**config.mk**
```make
export PLATFORM = sky130hd
export DESIGN_NAME = hex_record_loader
export DESIGN_NICKNAME = d
export VERILOG_FILES = /design/src/rtl/hrl_pkg.sv /design/src/rtl/hrl_front.sv /design/src/rtl/hrl_back.sv /design/src/rtl/hex_record_loader.sv
export SDC_FILE = /design/constraint.sdc
export NUM_CORES = 1
export LEC_CHECK = 0
export CAP_MARGIN = 20
export CORE_ASPECT_RATIO = 1.1
export CORE_MARGIN = 4
export CORE_UTILIZATION = 60
export CTS_CLUSTER_SIZE = 10
export DETAILED_ROUTE_END_ITERATION = 6
export DONT_BUFFER_PORTS = 1
export GPL_TIMING_DRIVEN = 0
export MAX_ROUTING_LAYER = met4
export PLACE_DENSITY = 0.88
export SYNTH_ARGS = -nofsm -noshare
export SYNTH_HDL_FRONTEND = slang
export SYNTH_SLANG_ARGS = --single-unit
```
**constraint.sdc**
```tcl
create_clock -name i_clk -period 4.5 [get_ports i_clk]
set_input_delay 0.9 -clock i_clk [delete_from_list [all_inputs] [get_ports i_clk]]
set_output_delay 0.9 -clock i_clk [all_outputs]
set_load 0.02 [all_outputs]
```
**src/rtl/hrl_pkg.sv**
```systemverilog
`default_nettype none

package hrl_pkg;

    // Field and port widths
    localparam int CHAR_W   = 8;
    localparam int LIMIT_W  = 21;
    localparam int ADDR_W   = 20;
    localparam int DATA_W   = 8;
    localparam int WORD16_W = 16;
    localparam int TDATA_W  = 64;
    localparam int TUSER_W  = 2;
    localparam int APB_AW   = 3;
    localparam int APB_DW   = 32;

    // Register defaults and sizing
    localparam logic [LIMIT_W-1:0] MEM_LIMIT_RST   = 21'h10000;
    localparam int                 QUEUE_DEPTH_DEF = 2;

    // Record types that are carried out (anything above START is unsupported)
    localparam logic [1:0] RT_DATA  = 2'd0;
    localparam logic [1:0] RT_EOF   = 2'd1;
    localparam logic [1:0] RT_SEG   = 2'd2;
    localparam logic [1:0] RT_START = 2'd3;

    // Character classes handed from the front to the back
    typedef enum logic [1:0] {
        TOK_EOL,
        TOK_COLON,
        TOK_HEX,
        TOK_BAD
    } t_tok_kind;

    typedef struct packed {
        t_tok_kind   kind;
        logic [3:0]  nib;
    } t_token;

    // Result kinds
    typedef enum logic [1:0] {
        RES_WRITE  = 2'd0,
        RES_STATUS = 2'd1,
        RES_START  = 2'd2
    } t_res_kind;

    // Record status codes
    typedef enum logic [2:0] {
        ST_OK          = 3'd0,
        ST_EOF         = 3'd1,
        ST_FORMAT      = 3'd2,
        ST_CHECKSUM    = 3'd3,
        ST_NO_MEMORY   = 3'd4,
        ST_UNSUPPORTED = 3'd5
    } t_status;

    typedef struct packed {
        t_res_kind             kind;
        logic [ADDR_W-1:0]     addr;
        logic [DATA_W-1:0]     data;
        t_status               status;
        logic [WORD16_W-1:0]   seg;
        logic [WORD16_W-1:0]   off;
    } t_result;

endpackage

`default_nettype wire

```
**src/rtl/hrl_front.sv**
```systemverilog
`default_nettype none

module hrl_front #(
    parameter int DEPTH = hrl_pkg::QUEUE_DEPTH_DEF   // 2 or more
) (
    input  wire logic                       i_clk,
    input  wire logic                       i_rst_n,
    input  wire logic                       i_s_tvalid,
    output logic                            o_s_tready,
    input  wire logic [hrl_pkg::CHAR_W-1:0] i_s_tdata,
    output logic                            o_tok_valid,
    output hrl_pkg::t_token                 o_tok,
    input  wire logic                       i_tok_pop
);
    import hrl_pkg::*;

    localparam int             PW   = (DEPTH > 1) ? $clog2(DEPTH) : 1;
    localparam int             CW   = $clog2(DEPTH + 1);
    localparam logic [PW-1:0]  LAST = PW'(DEPTH - 1);
    localparam logic [CW-1:0]  FULL = CW'(DEPTH);

    localparam logic [CHAR_W-1:0] CHAR_COLON = 8'h3A;
    localparam logic [CHAR_W-1:0] CHAR_CR    = 8'h0D;
    localparam logic [CHAR_W-1:0] CHAR_LF    = 8'h0A;
    localparam logic [CHAR_W-1:0] CHAR_0     = 8'h30;
    localparam logic [CHAR_W-1:0] CHAR_9     = 8'h39;
    localparam logic [CHAR_W-1:0] CHAR_UA    = 8'h41;
    localparam logic [CHAR_W-1:0] CHAR_UF    = 8'h46;
    localparam logic [CHAR_W-1:0] CHAR_LA    = 8'h61;
    localparam logic [CHAR_W-1:0] CHAR_LF_HEX = 8'h66;

    t_token          r_mem [DEPTH];
    logic [PW-1:0]   r_wr;
    logic [PW-1:0]   r_rd;
    logic [CW-1:0]   r_cnt;
    t_token          w_tok;
    logic            w_push;

    // Classify the incoming character
    always_comb begin
        w_tok.kind = TOK_BAD;
        w_tok.nib  = 4'h0;
        priority if (i_s_tdata >= CHAR_0 && i_s_tdata <= CHAR_9) begin
            w_tok.kind = TOK_HEX;
            w_tok.nib  = i_s_tdata[3:0];
        end else if ((i_s_tdata >= CHAR_UA && i_s_tdata <= CHAR_UF) ||
                     (i_s_tdata >= CHAR_LA && i_s_tdata <= CHAR_LF_HEX)) begin
            w_tok.kind = TOK_HEX;
            w_tok.nib  = i_s_tdata[3:0] + 4'd9;
        end else if (i_s_tdata == CHAR_COLON) begin
            w_tok.kind = TOK_COLON;
        end else if (i_s_tdata == CHAR_CR || i_s_tdata == CHAR_LF) begin
            w_tok.kind = TOK_EOL;
        end else begin
            w_tok.kind = TOK_BAD;
        end
    end

    assign o_s_tready  = (r_cnt != FULL);
    assign w_push      = i_s_tvalid && o_s_tready;
    assign o_tok_valid = (r_cnt != '0);
    assign o_tok       = r_mem[r_rd];

    // Store classified words
    always_ff @(posedge i_clk) begin
        if (w_push) begin
            r_mem[r_wr] <= w_tok;
        end
    end

    // Advance queue pointers and fill count
    always_ff @(posedge i_clk) begin
        if (!i_rst_n) begin
            r_wr  <= '0;
            r_rd  <= '0;
            r_cnt <= '0;
        end else begin
            if (w_push) begin
                r_wr <= (r_wr == LAST) ? '0 : r_wr + PW'(1);
            end
            if (i_tok_pop) begin
                r_rd <= (r_rd == LAST) ? '0 : r_rd + PW'(1);
            end
            if (w_push && !i_tok_pop) begin
                r_cnt <= r_cnt + CW'(1);
            end else if (!w_push && i_tok_pop) begin
                r_cnt <= r_cnt - CW'(1);
            end
        end
    end

endmodule

`default_nettype wire

```
**src/rtl/hrl_back.sv**
```systemverilog
`default_nettype none

module hrl_back (
    input  wire logic                        i_clk,
    input  wire logic                        i_rst_n,
    input  wire logic                        i_tok_valid,
    input  wire hrl_pkg::t_token             i_tok,
    output logic                             o_tok_pop,
    input  wire logic [hrl_pkg::LIMIT_W-1:0] i_mem_limit,
    output logic                             o_m_tvalid,
    input  wire logic                        i_m_tready,
    output hrl_pkg::t_result                 o_res
);
    import hrl_pkg::*;

    typedef enum logic [1:0] {
        PH_COLON,
        PH_HEADER,
        PH_DATA,
        PH_CHECK
    } t_phase;

    t_phase                r_phase,  n_phase;
    logic                  r_nib,    n_nib;
    logic [3:0]            r_hi,     n_hi;
    logic [7:0]            r_len,    n_len;
    logic [WORD16_W-1:0]   r_off,    n_off;
    logic [1:0]            r_type,   n_type;
    logic [7:0]            r_sum,    n_sum;
    logic [7:0]            r_bd,     n_bd;
    logic [WORD16_W-1:0]   r_seg,    n_seg;
    logic [31:0]           r_word,   n_word;
    logic                  r_rerr,   n_rerr;
    logic                  r_stopped, n_stopped;
    logic                  r_out_valid;
    t_result               r_res,    n_res;
    logic                  n_emit;

    logic                  w_fire;
    logic [7:0]            w_byte;
    logic [7:0]            w_sum;
    logic [7:0]            w_bd_inc;
    logic [ADDR_W-1:0]     w_addr;
    logic                  w_no_mem;

    assign w_fire    = i_tok_valid && (!r_out_valid || i_m_tready);
    assign o_tok_pop = w_fire;
    assign w_byte    = {r_hi, i_tok.nib};
    assign w_sum     = r_sum + w_byte;
    assign w_bd_inc  = r_bd + 8'd1;
    assign w_addr    = {r_seg, 4'h0} + {4'h0, r_off};
    assign w_no_mem  = ({1'b0, w_addr} >= i_mem_limit);

    assign o_m_tvalid = r_out_valid;
    assign o_res      = r_res;

    // Parse one classified word
    always_comb begin
        n_phase   = r_phase;
        n_nib     = r_nib;
        n_hi      = r_hi;
        n_len     = r_len;
        n_off     = r_off;
        n_type    = r_type;
        n_sum     = r_sum;
        n_bd      = r_bd;
        n_seg     = r_seg;
        n_word    = r_word;
        n_rerr    = r_rerr;
        n_stopped = r_stopped;
        n_emit    = 1'b0;
        n_res     = '0;

        if (w_fire && !r_stopped) begin
            if (r_phase == PH_COLON) begin
                // Skip line ends, open a record on colon, stop on anything else
                priority if (i_tok.kind == TOK_EOL) begin
                    n_phase = PH_COLON;
                end else if (i_tok.kind == TOK_COLON) begin
                    n_phase = PH_HEADER;
                    n_nib   = 1'b0;
                    n_sum   = '0;
                    n_bd    = '0;
                    n_word  = '0;
                    n_rerr  = 1'b0;
                end else begin
                    n_emit       = 1'b1;
                    n_res.kind   = RES_STATUS;
                    n_res.status = ST_FORMAT;
                    n_stopped    = 1'b1;
                end
            end else if (i_tok.kind != TOK_HEX) begin
                n_phase      = PH_COLON;
                n_emit       = 1'b1;
                n_res.kind   = RES_STATUS;
                n_res.status = ST_FORMAT;
                n_stopped    = 1'b1;
            end else if (!r_nib) begin
                n_hi  = i_tok.nib;
                n_nib = 1'b1;
            end else begin
                n_nib = 1'b0;
                n_sum = w_sum;
                unique case (r_phase)
                    PH_HEADER: begin
                        n_bd = w_bd_inc;
                        unique case (r_bd[1:0])
                            2'd0: n_len = w_byte;
                            2'd1: n_off[15:8] = w_byte;
                            2'd2: n_off[7:0]  = w_byte;
                            default: begin
                                n_type = w_byte[1:0];
                                n_bd   = '0;
                                if (w_byte > {6'b0, RT_START}) begin
                                    n_phase      = PH_COLON;
                                    n_emit       = 1'b1;
                                    n_res.kind   = RES_STATUS;
                                    n_res.status = ST_UNSUPPORTED;
                                    n_stopped    = 1'b1;
                                end else begin
                                    n_phase = (r_len != '0) ? PH_DATA : PH_CHECK;
                                end
                            end
                        endcase
                    end
                    PH_DATA: begin
                        // Collect the data byte and write it for data records that fall below the memory limit
                        n_word = {r_word[23:0], w_byte};
                        n_bd   = w_bd_inc;
                        n_off  = r_off + 16'd1;
                        if (w_bd_inc == r_len) begin
                            n_phase = PH_CHECK;
                        end
                        if (r_type == RT_DATA) begin
                            if (w_no_mem) begin
                                n_rerr = 1'b1;
                            end else begin
                                n_emit     = 1'b1;
                                n_res.kind = RES_WRITE;
                                n_res.addr = w_addr;
                                n_res.data = w_byte;
                            end
                        end
                    end
                    PH_CHECK: begin
                        // Close the record on its checksum byte
                        n_phase = PH_COLON;
                        n_emit  = 1'b1;
                        n_res.kind = RES_STATUS;
                        if (w_sum != '0) begin
                            n_res.status = ST_CHECKSUM;
                            n_stopped    = 1'b1;
                        end else begin
                            unique case (r_type)
                                RT_DATA: begin
                                    n_res.status = r_rerr ? ST_NO_MEMORY : ST_OK;
                                    n_stopped    = r_rerr;
                                end
                                RT_EOF: begin
                                    n_res.status = ST_EOF;
                                    n_stopped    = 1'b1;
                                end
                                RT_SEG: begin
                                    n_seg        = r_word[15:0];
                                    n_res.status = ST_OK;
                                end
                                default: begin
                                    n_res.kind = RES_START;
                                    n_res.seg  = r_word[31:16];
                                    n_res.off  = r_word[15:0];
                                end
                            endcase
                        end
                    end
                    default: n_phase = PH_COLON;
                endcase
            end
        end
    end

    // Hold parser state and the output word
    always_ff @(posedge i_clk) begin
        if (!i_rst_n) begin
            r_phase     <= PH_COLON;
            r_nib       <= 1'b0;
            r_hi        <= '0;
            r_len       <= '0;
            r_off       <= '0;
            r_type      <= RT_DATA;
            r_sum       <= '0;
            r_bd        <= '0;
            r_seg       <= '0;
            r_word      <= '0;
            r_rerr      <= 1'b0;
            r_stopped   <= 1'b0;
            r_out_valid <= 1'b0;
        end else begin
            r_phase   <= n_phase;
            r_nib     <= n_nib;
            r_hi      <= n_hi;
            r_len     <= n_len;
            r_off     <= n_off;
            r_type    <= n_type;
            r_sum     <= n_sum;
            r_bd      <= n_bd;
            r_seg     <= n_seg;
            r_word    <= n_word;
            r_rerr    <= n_rerr;
            r_stopped <= n_stopped;
            if (w_fire) begin
                r_out_valid <= n_emit;
            end else if (i_m_tready) begin
                r_out_valid <= 1'b0;
            end
        end
    end

    // Load the result payload
    always_ff @(posedge i_clk) begin
        if (w_fire && n_emit) begin
            r_res <= n_res;
        end
    end

endmodule

`default_nettype wire

```
**src/rtl/hex_record_loader.sv**
```systemverilog
// Channel   | Dir | Handshake          | Payload
// ----------+-----+--------------------+-------------------------------------------
// s stream  | in  | tvalid / tready    | tdata[7:0] text_char
// m stream  | out | tvalid / tready    | tuser: result_kind; tdata: address, data,
//           |     |                    |   status, start segment, start offset
// APB       | in  | psel/penable/pready| reg 0 at 0x0: memory_limit[20:0]
//
// One character per cycle sustained while the output is not stalled; a result
// passes through the character queue and then the parser's output register.
// Throughput is set by the parser, which retires one queued character per cycle
// whenever the output register is empty or being drained.
// Reset is synchronous; no clearing pass is needed.
// Either side may stall on its own: the character queue absorbs input while
// the output register waits.
`default_nettype none

module hex_record_loader #(
    parameter int QUEUE_DEPTH = hrl_pkg::QUEUE_DEPTH_DEF
) (
    input  wire logic                        i_clk,
    input  wire logic                        i_rst_n,
    // tdata: [7:0] text_char
    input  wire logic                        i_s_tvalid,
    output logic                             o_s_tready,
    input  wire logic [hrl_pkg::CHAR_W-1:0]  i_s_tdata,
    // tdata: [19:0] write_address, [27:20] write_data, [30:28] status_code,
    //        [46:31] start_segment, [62:47] start_offset, [63] zero
    output logic                             o_m_tvalid,
    input  wire logic                        i_m_tready,
    output logic [hrl_pkg::TDATA_W-1:0]      o_m_tdata,
    // tuser: [1:0] result_kind
    output logic [hrl_pkg::TUSER_W-1:0]      o_m_tuser,
    input  wire logic                        i_psel,
    input  wire logic                        i_penable,
    input  wire logic                        i_pwrite,
    input  wire logic [hrl_pkg::APB_AW-1:0]  i_paddr,
    input  wire logic [hrl_pkg::APB_DW-1:0]  i_pwdata,
    output logic [hrl_pkg::APB_DW-1:0]       o_prdata,
    output logic                             o_pready
);
    import hrl_pkg::*;

    logic [LIMIT_W-1:0] r_mem_limit;
    logic               w_sel_limit;
    logic               w_tok_valid;
    t_token             w_tok;
    logic               w_tok_pop;
    t_result            w_res;

    // Register file: one word, selected by the word address
    assign o_pready    = 1'b1;
    assign w_sel_limit = (i_paddr[APB_AW-1:2] == '0);
    assign o_prdata    = w_sel_limit ? {{(APB_DW-LIMIT_W){1'b0}}, r_mem_limit} : '0;

    always_ff @(posedge i_clk) begin
        if (!i_rst_n) begin
            r_mem_limit <= MEM_LIMIT_RST;
        end else if (i_psel && i_penable && i_pwrite && o_pready && w_sel_limit) begin
            r_mem_limit <= i_pwdata[LIMIT_W-1:0];
        end
    end

    hrl_front #(
        .DEPTH (QUEUE_DEPTH)
    ) u_front (
        .i_clk       (i_clk),
        .i_rst_n     (i_rst_n),
        .i_s_tvalid  (i_s_tvalid),
        .o_s_tready  (o_s_tready),
        .i_s_tdata   (i_s_tdata),
        .o_tok_valid (w_tok_valid),
        .o_tok       (w_tok),
        .i_tok_pop   (w_tok_pop)
    );

    hrl_back u_back (
        .i_clk       (i_clk),
        .i_rst_n     (i_rst_n),
        .i_tok_valid (w_tok_valid),
        .i_tok       (w_tok),
        .o_tok_pop   (w_tok_pop),
        .i_mem_limit (r_mem_limit),
        .o_m_tvalid  (o_m_tvalid),
        .i_m_tready  (i_m_tready),
        .o_res       (w_res)
    );

    // Pack the result word
    assign o_m_tuser = w_res.kind;
    assign o_m_tdata = {1'b0, w_res.off, w_res.seg, w_res.status, w_res.data, w_res.addr};

endmodule

`default_nettype wire

```
==> summary.txt, run 1 <==
Finish
  • Area grow syn2layout: 10.4%
  • Final core utilization: 68.3%
  • Post-Layout Inst Area: between 10000 and 15000 um^2
  • Ant. Diodes: 0
  • Fin nets: 1364
  • Layout cell share with drive strength beyond 1: around 6.4%

Setup path
  • Max incr delay on CP: between 400 and 500 ps
  • Startpoint Class: flop
  • Worst setup path start: u_back.r_off[4]$_SDFFE_PN0P_
  • Worst Reg-to-Reg Cells: 15
  • Worst reg2reg setup slack: around 170 ps
  • Crit Path Max Fanout: 16
  • Worst Setup EP: u_back.o_res[63]$_SDFFCE_PN0P_
  • Worst Setup End Kind: flop
  • Critical R2R Launch: u_back.r_off[4]$_SDFFE_PN0P_
  • Req. time, crit path: 4680 ps
  • Worst EP arrival: 4510 ps
  • Reg-to-reg endpoint: u_back.o_res[63]$_SDFFCE_PN0P_
  • Cell Chain, Critical Path: ha_1 -> fa_1 -> a21oi_1 -> o21ai_1 -> o221ai_2 -> a21boi_0 -> o21ai_0 -> o31a_1 -> ha_1 -> nand4_1 -> inv_1 -> a21oi_1 -> a21oi_1 -> nor3_4 -> or2_4
  • Slowest-stage cell, CP: nor3_4
  • Crit Path Class: flop to flop
  • Cell repeated most along the worst path: a21oi_1

Clocking
  • Hold Buf Count CTS: 0
  • Max clock buf depth: 3
  • CTS H-tree depth: 1
  • CTS Sinks: approximately 200
  • Worst-path clk slew: roughly 60 ps
  • Clk_lat worst skew: about 520 ps
  • CTS Buf Count: 24
  • CTS root buffer: clkbuf_16
  • CTS tree: yes

Yosys
  • Dominant synthesized flop cell: dfxtp_1
  • Mapped cell area: around 11000 um^2
  • Seq cells post-synth: approximately 200
  • Number of synthesized flops with an enable pin: 77
  • Cell count after synthesis: between 1000 and 1500
  • Syn Area/Cell: a little under 9 um^2
  • FFs w/ async S/R, synth: 0%
  • Netlist cell types: between 70 and 80
  • Synth Warn #: 0
  • Register area share after synthesis: approximately 45%

Detailed routing
  • Avg Vias per Cell: a little over 6
  • Vias after detailed routing: between 9000 and 10000
  • Initial drt markers: roughly 1100
  • DR pass1 iterations: 7
  • Antenna viol nets, final: 0
  • DRC: 1
  • Routed WL: around 28000 um
  • DR WL/cell: between 15 and 20 um

Placement
  • Port Buffer Count: 0
  • Pre-CTS WS: -300 ps
  • Placer Congestion: 0.971
  • DP Area: approximately 11000 um^2
  • Hpwl dp: a little under 20000 um

STA
  • Final setup viols: 0
  • RSZ-0062 raised after global routing: false
  • Setup TNS: 0 ps
  • Pins over their slew limit: 0
  • Final Cycle Share: 96.2%
  • Worst-margin pin slew: 883 ps
  • Final hold viol count: 0
  • Slew headroom: 41.1%
  • Peak Freq: around 0.23 GHz
  • Clock Skew: 14.1 ps
  • Final setup margin: 170 ps
  • Min Clock Period, post-route: approximately 4300 ps

Floorplanning
  • Core box area: 17300 um^2
  • Initial Utilization: between 60% and 70%
  • Boundary Pins: roughly 150
  • Die ar.: 20000 um^2
  • Die Height: between 100 and 150 um
  • DIE WIDTH: 135 um
  • Cell Rows: 50

Power
  • Pwr dens: about 430 nW/um^2
  • Leak pwr: approximately 4.2 nW
  • Power Total: ~5.1 mW
  • Worst VDD drop: between 0.2 and 0.3 mV

Status
  • Status: complete, but fails checks
  • Failing checks: design-rule violations

Global route
  • Total track usage: between 20% and 30%
  • Global route overflow: 0
  • Largest net degree at the start of global routing: 18
  • First-pass GRT wire length: 44500 um
  • Vias in the first global route: roughly 9000
  • Antenna violations before repair: 0

Hold path
  • Min-Delay Path Class: flop to flop

Run
  • Max-cap viol count: 0
==> report_power, final <==
| group | internal, mW | leakage (nW) | switching (mW) | total [mW] |
|---|---|---|---|---|
| clock network | 1.01 | 0.330 | 0.725 | 1.73 |
| registers | 2.28 | 1.76 | 0.382 | 2.67 |
| logic | 0.196 | 2.15 | 0.514 | 0.709 |
==> cells by family (layout without fill, tap and decap cells) <==
kind of cell	Yosys count	in the layout	synth area share, %
simple gates	465	468	20.6
compound gates	274	274	16.1
flops	203	203	45.2
buf+inv	164	206	6.58
fa+ha+maj	56	56	6.70
mux	30	30	2.83
xor+xnor	23	23	1.88
other cells	2	13	0.0703
==> repair_timing <==
item                                    CTS  global route
gates resized for setup                   5             8
buffers inserted                          0             0
cloned                                    3             0
pin swaps                                 1             1
endpoints found under the setup margin   77            94
==> state kept, by name, summed over array words and instances, names as in the netlist, 12 cells and up, named ones only <==
| name | count |
|---|---|
| u_back.r_off | 16 |
| u_front.r_mem | 12 |
| u_back.r_word | 32 |
| u_back.o_res | 65 |
| u_back.r_seg | 16 |
| r_mem_limit | 21 |
==> worst min path at each step <==
stage | from | to | slack [ps] | depth (start not counted)
5_1_grt | r_mem_limit[19]$_SDFFE_PN0P_ | r_mem_limit[19]$_SDFFE_PN0P_ | 470 | 2
2_1_floorplan | u_back.r_rerr$_SDFFE_PN0P_ | u_back.r_rerr$_SDFFE_PN0P_ | 430 | 2
4_1_cts | r_mem_limit[14]$_SDFFE_PN0P_ | r_mem_limit[14]$_SDFFE_PN0P_ | 460 | 2
3_3_place_gp | r_mem_limit[8]$_SDFFE_PN0P_ | r_mem_limit[8]$_SDFFE_PN0P_ | 440 | 2
3_5_place_dp | r_mem_limit[14]$_SDFFE_PN0P_ | r_mem_limit[14]$_SDFFE_PN0P_ | 450 | 2
6_report | r_mem_limit[14]$_SDFFE_PN0P_ | r_mem_limit[14]$_SDFFE_PN0P_ | 460 | 2
==> per-stage QoR <==
step / hold slack [ps] / instances
after floorplan: 432 / 1228
after global placement: 442 / 1462
after detailed placement: 448 / 1462
after CTS: 456 / 1506
after global routing: 470 / 1507
final: 455 / 1507
==> Yosys cell counts, types with 5 or more instances <==
| library cell | n | area, um^2 |
|---|---|---|
| xor2_1 | 11 | 96.3 |
| mux2i_1 | 28 | 280 |
| a21o_1 | 8 | 60.1 |
| nand3_1 | 63 | 315 |
| nand4_1 | 8 | 50.1 |
| a211oi_1 | 16 | 120 |
| ha_1 | 54 | 676 |
| nor2b_1 | 7 | 43.8 |
| buf_2 | 10 | 50.1 |
| dfxtp_1 | 126 | 2520 |
| nor4_1 | 11 | 68.8 |
| o211ai_1 | 8 | 60.1 |
| edfxtp_1 | 77 | 2310 |
| nand2_1 | 162 | 608 |
| clkbuf_1 | 46 | 173 |
| and3_1 | 17 | 106 |
| nor3_1 | 46 | 230 |
| xnor2_1 | 12 | 105 |
| a21oi_1 | 120 | 601 |
| o21ai_0 | 43 | 215 |
| or3_1 | 7 | 43.8 |
| nor2_1 | 88 | 330 |
| o31a_1 | 5 | 43.8 |
| inv_1 | 86 | 323 |
| and2_1 | 25 | 156 |
| buf_4 | 16 | 120 |
| o21a_1 | 10 | 75.1 |
| a31oi_1 | 7 | 43.8 |
==> metal layers <==
metal / wire length, um / part of all wire, % / global-route usage (%)
met1: 10300 / 37 / 32.0
met2: 13500 / 49 / 46.7
met3: 2610 / 9.4 / 5.92
met4: 1310 / 4.7 / 12.2
met5: 0 / 0 / -
==> area by class of cell <==
class                      count  area (um^2)
clock buffer                  39          667
fill                        1340         5470
clock inverter                 2         21.3
multi-input combinational    864         5270
inverter                      86          323
sequential                   203         4830
timing repair buffer           1         7.51
tap                          234          293
buffer                        78          380
==> layout by cell type (no fill, tap or decap), types with 5 or more instances in the layout <==
cell type | Yosys | final
o211ai_1 | 8 | 8
nor3_1 | 46 | 45
edfxtp_1 | 77 | 77
o31a_1 | 5 | 5
and2_1 | 25 | 25
conb_1 | 2 | 13
nand3_1 | 63 | 63
and3_1 | 17 | 17
dfxtp_1 | 126 | 126
nor4_1 | 11 | 10
nand4_1 | 8 | 8
mux2i_1 | 28 | 27
clkbuf_16 | 0 | 24
nand2_1 | 162 | 162
nor2_1 | 88 | 88
a21o_1 | 8 | 8
o21a_1 | 10 | 10
a31oi_1 | 7 | 7
a211oi_1 | 16 | 16
a21oi_1 | 120 | 120
xor2_1 | 11 | 11
buf_4 | 16 | 17
buf_2 | 10 | 10
or3_1 | 7 | 7
clkbuf_1 | 46 | 60
ha_1 | 54 | 54
o21ai_0 | 43 | 42
nor2b_1 | 7 | 7
inv_1 | 86 | 86
xnor2_1 | 12 | 12
==> worst max-delay path, delay by kind of cell, from the launching register on <==
| kind | cells | cell delay (ps) |
|---|---|---|
| AOI/OAI and AO/OA | 8 | 1630 |
| DFF | 1 | 360 |
| adders and majority gates | 3 | 880 |
| buffers and inverters | 1 | 70 |
| and+or+nand+nor | 3 | 1040 |
No activity file was read; power rests on OpenSTA's default activity.
==> run 2: changes to the inputs <==
- CTS_BUF_LIST: not set -> sky130_fd_sc_hd__clkbuf_8 sky130_fd_sc_hd__clkbuf_16
==> run 2 against run 1 <==
Compared with the run above: the run now ends clean; via count grew 0.18%; hold slack is essentially flat; clock-buffer cell count shrank 14; clock power is essentially flat; register-to-register slack is essentially flat; final area is essentially flat; clock skew grew 4.8 ps; combinational power shrank 0.8%; first-iteration DRC count shrank 12%; flip-flop and latch count is the same; core utilization is essentially flat; sequential share of layout area is essentially flat; largest cell class unchanged; largest power group unchanged.
==> summary.txt, run 2 (same netlist as run 1, synthesis figures left out) <==
Power
  • Pwr dens: 430 nW/um^2 (was 433 nW/um^2)
  • Clock network fraction of total power: 33.6% (was 33.9%)
  • Leak pwr: 4.30 nW (was 4.24 nW)
  • Reg power frac: 52.6% (was 52.2%)
  • Power Total: 5.07 mW (was 5.11 mW)
  • Internal power: 3.45 mW (was 3.48 mW)
  • Worst VDD drop: 0.262 mV (was 0.259 mV)
  • Comb power frac: 13.9% (about the same)
  • Switch share: 32.0% (was 31.7%)
  • Net Switching: 1.62 mW (about the same)

Finish
  • Max FFs per register: 65 (unchanged)
  • Final core utilization: 68.3% (about the same)
  • Ant. Diodes: 0 (unchanged)
  • Multi-input logic area: 5270 um^2 (about the same)
  • Post-Layout Inst Area: 11800 um^2 (about the same)
  • # fillers: 1339 (was 1340)
  • Layout cell share with drive strength beyond 1: 6.36% (unchanged)
  • Commonest non-fill, non-tap cell in the layout: nand2_1 (unchanged)
  • Flip-flop and latch area: 4830 um^2 (unchanged)
  • Area grow syn2layout: 10.3% (was 10.4%)
  • Fin nets: 1364 (unchanged)
  • Commonest cells after routing, fill and taps aside: nand2_1 (162), dfxtp_1 (126), a21oi_1 (120) (unchanged)

Clocking
  • CTS tree: yes (unchanged)
  • Clk_lat worst skew: 520 ps (about the same)
  • Post-CTS setup buffer count: 0 (unchanged)
  • CTS Buf Count: 24 (unchanged)
  • CTS H-tree depth: 1 (unchanged)
  • CTS root buffer: clkbuf_16 (unchanged)
  • CTS Sinks: 203 (unchanged)
  • Worst-path clk slew: 60 ps (about the same)
  • Max clock buf depth: 3 (unchanged)

Setup path
  • Worst Reg-to-Reg Cells: 17 (was 15)
  • Crit Path Class: flop to flop (unchanged)
  • Worst EP arrival: 4600 ps (was 4510 ps)
  • Crit Path Max Fanout: 10 (was 16)
  • Worst reg2reg setup slack: 170 ps (about the same)
  • Critical R2R Launch: u_back.r_off[4]$_SDFFE_PN0P_ (unchanged)
  • Reg-to-reg endpoint: u_back.o_res[40]$_SDFFCE_PP0P_ (was u_back.o_res[63]$_SDFFCE_PN0P_)
  • Startpoint Class: flop (unchanged)
  • Req. time, crit path: 4770 ps (was 4680 ps)
  • Worst Setup End Kind: flop (unchanged)

Hold path
  • Hold Path Sink: r_mem_limit[14]$_SDFFE_PN0P_ (unchanged)
  • Worst hold path depth: 2 (unchanged)
  • Worst Min Path Start: r_mem_limit[14]$_SDFFE_PN0P_ (unchanged)
  • Min-Delay Path Class: flop to flop (unchanged)

Detailed routing
  • Initial drt markers: 941 (was 1075)
  • DRC: 0 (was 1)
  • Avg Vias per Cell: 6.25 (was 6.24)
  • Antenna viol nets, final: 0 (unchanged)
  • Routed WL: 27900 um (was 27700 um)
  • DR WL/cell: 18.5 um (was 18.4 um)
  • DR pass1 iterations: 6 (was 7)
  • Vias after detailed routing: 9420 (was 9403)

Floorplanning
  • Boundary Pins: 151 (unchanged)
  • Cell Rows: 50 (unchanged)
  • DIE WIDTH: 135 um (unchanged)
  • Core box area: 17300 um^2 (unchanged)
  • Initial Utilization: 61.9% (unchanged)
  • Die Height: 148 um (unchanged)
  • Die ar.: 20000 um^2 (unchanged)

Run
  • Max-cap viol count: 0 (unchanged)

Placement
  • Port Buffer Count: 0 (unchanged)
  • Pre-CTS WS: -300 ps (unchanged)
  • Hpwl dp: 19400 um (unchanged)
  • DP Area: 11000 um^2 (unchanged)
  • Placer Congestion: 0.971 (unchanged)

Status
  • Status: finished, final reports clean (was complete, but fails checks)

STA
  • Final Cycle Share: 96.2% (about the same)
  • RSZ-0062 raised after global routing: false (unchanged)
  • Min Clock Period, post-route: 4330 ps (about the same)
  • Final setup viols: 0 (unchanged)
  • Final setup margin: 171 ps (was 170 ps)
  • Worst-margin pin slew: 867 ps (was 883 ps)
  • Clock Skew: 18.9 ps (was 14.1 ps)
  • Final hold viol count: 0 (unchanged)
  • Slew headroom: 42.2% (was 41.1%)
  • Pins over their slew limit: 0 (unchanged)
  • Peak Freq: 0.231 GHz (about the same)

Global route
  • Global route overflow: 0 (unchanged)
  • Vias in the first global route: 8983 (was 8969)
  • Largest net degree at the start of global routing: 18 (unchanged)
  • Total track usage: 27.8% (about the same)
  • First-pass GRT wire length: 44400 um (was 44500 um)
  • Antenna violations before repair: 0 (unchanged)
run 2: layer usage:
metal	track usage [%]	wire, um
met5	-	0
met2	46.5	13500
met1	32.0	10400
met4	12.4	1330
met3	5.89	2570
run 2: layout make-up:
type / instances / area share (%)
well taps: 234 / 2.48
inverters: 86 / 2.74
clock buffers: 25 / 5.21
clock inverters: 16 / 0.626
repair buffers: 1 / 0.0637
flip-flops and latches: 203 / 41.0
plain buffers: 78 / 3.23
multi-input cells: 864 / 44.7
run 2: critical path: stages, from the launching register on:
cell and delay [ps]:
dfxtp_1 430, ha_1 230, fa_1 220, a21oi_1 90, o21ai_1 300, o221ai_2 180
a21boi_0 340, o21ai_0 180, o31a_1 150, ha_1 290, nand4_1 170, nor4_4 390
o2bb2ai_1 220, a31oi_1 100, and3_1 200, clkbuf_1 190, buf_2 230, and2_1 180
run 2: metrics by stage:
stage / TNS, ps / hold WS, ps / cells
floorplan: 0 / 432 / 1228
global placement: -35000 / 442 / 1462
detailed placement: -19990 / 448 / 1462
CTS: 0 / 455 / 1506
global route: 0 / 470 / 1507
finish: 0 / 455 / 1507
run 2: repair_timing:
action	in CTS	in global routing
pin swaps	1	1
endpoints found under the setup margin	77	94
resized for setup	5	7
hold buffers	0	0
cloned	3	0
endpoints found under the hold margin	0	0
run 2: worst max-delay path by stage:
stage,from,endpoint,slack [ps],cells past startpoint
global route,u_back.r_off[4]$_SDFFE_PN0P_,u_back.o_res[40]$_SDFFCE_PP0P_,10,17
CTS,u_back.r_off[13]$_SDFFE_PN0P_,u_back.o_res[40]$_SDFFCE_PP0P_,2,17
global placement,u_back.r_seg[0]$_SDFFE_PN0P_,u_back.o_res[57]$_SDFFCE_PP0P_,-550,15
finish,u_back.r_off[4]$_SDFFE_PN0P_,u_back.o_res[40]$_SDFFCE_PP0P_,170,17
floorplan,u_back.r_off[4]$_SDFFE_PN0P_,u_back.o_res[0]$_SDFFCE_PP0P_,330,15
detailed placement,u_back.r_off[4]$_SDFFE_PN0P_,u_back.o_res[62]$_SDFFCE_PP0P_,-300,15
run 2: power by group through the flow:
| stage | Combinational (mW) | Sequential, mW | Clock, mW |
|---|---|---|---|
| 2_1_floorplan | 0.462 | 2.67 | 0 |
| 3_3_place_gp | 0.596 | 2.72 | 0 |
| 3_5_place_dp | 0.620 | 2.72 | 0 |
| 4_1_cts | 0.683 | 2.67 | 1.70 |
| 5_1_grt | 0.758 | 2.69 | 1.79 |
| 6_report | 0.703 | 2.67 | 1.70 |
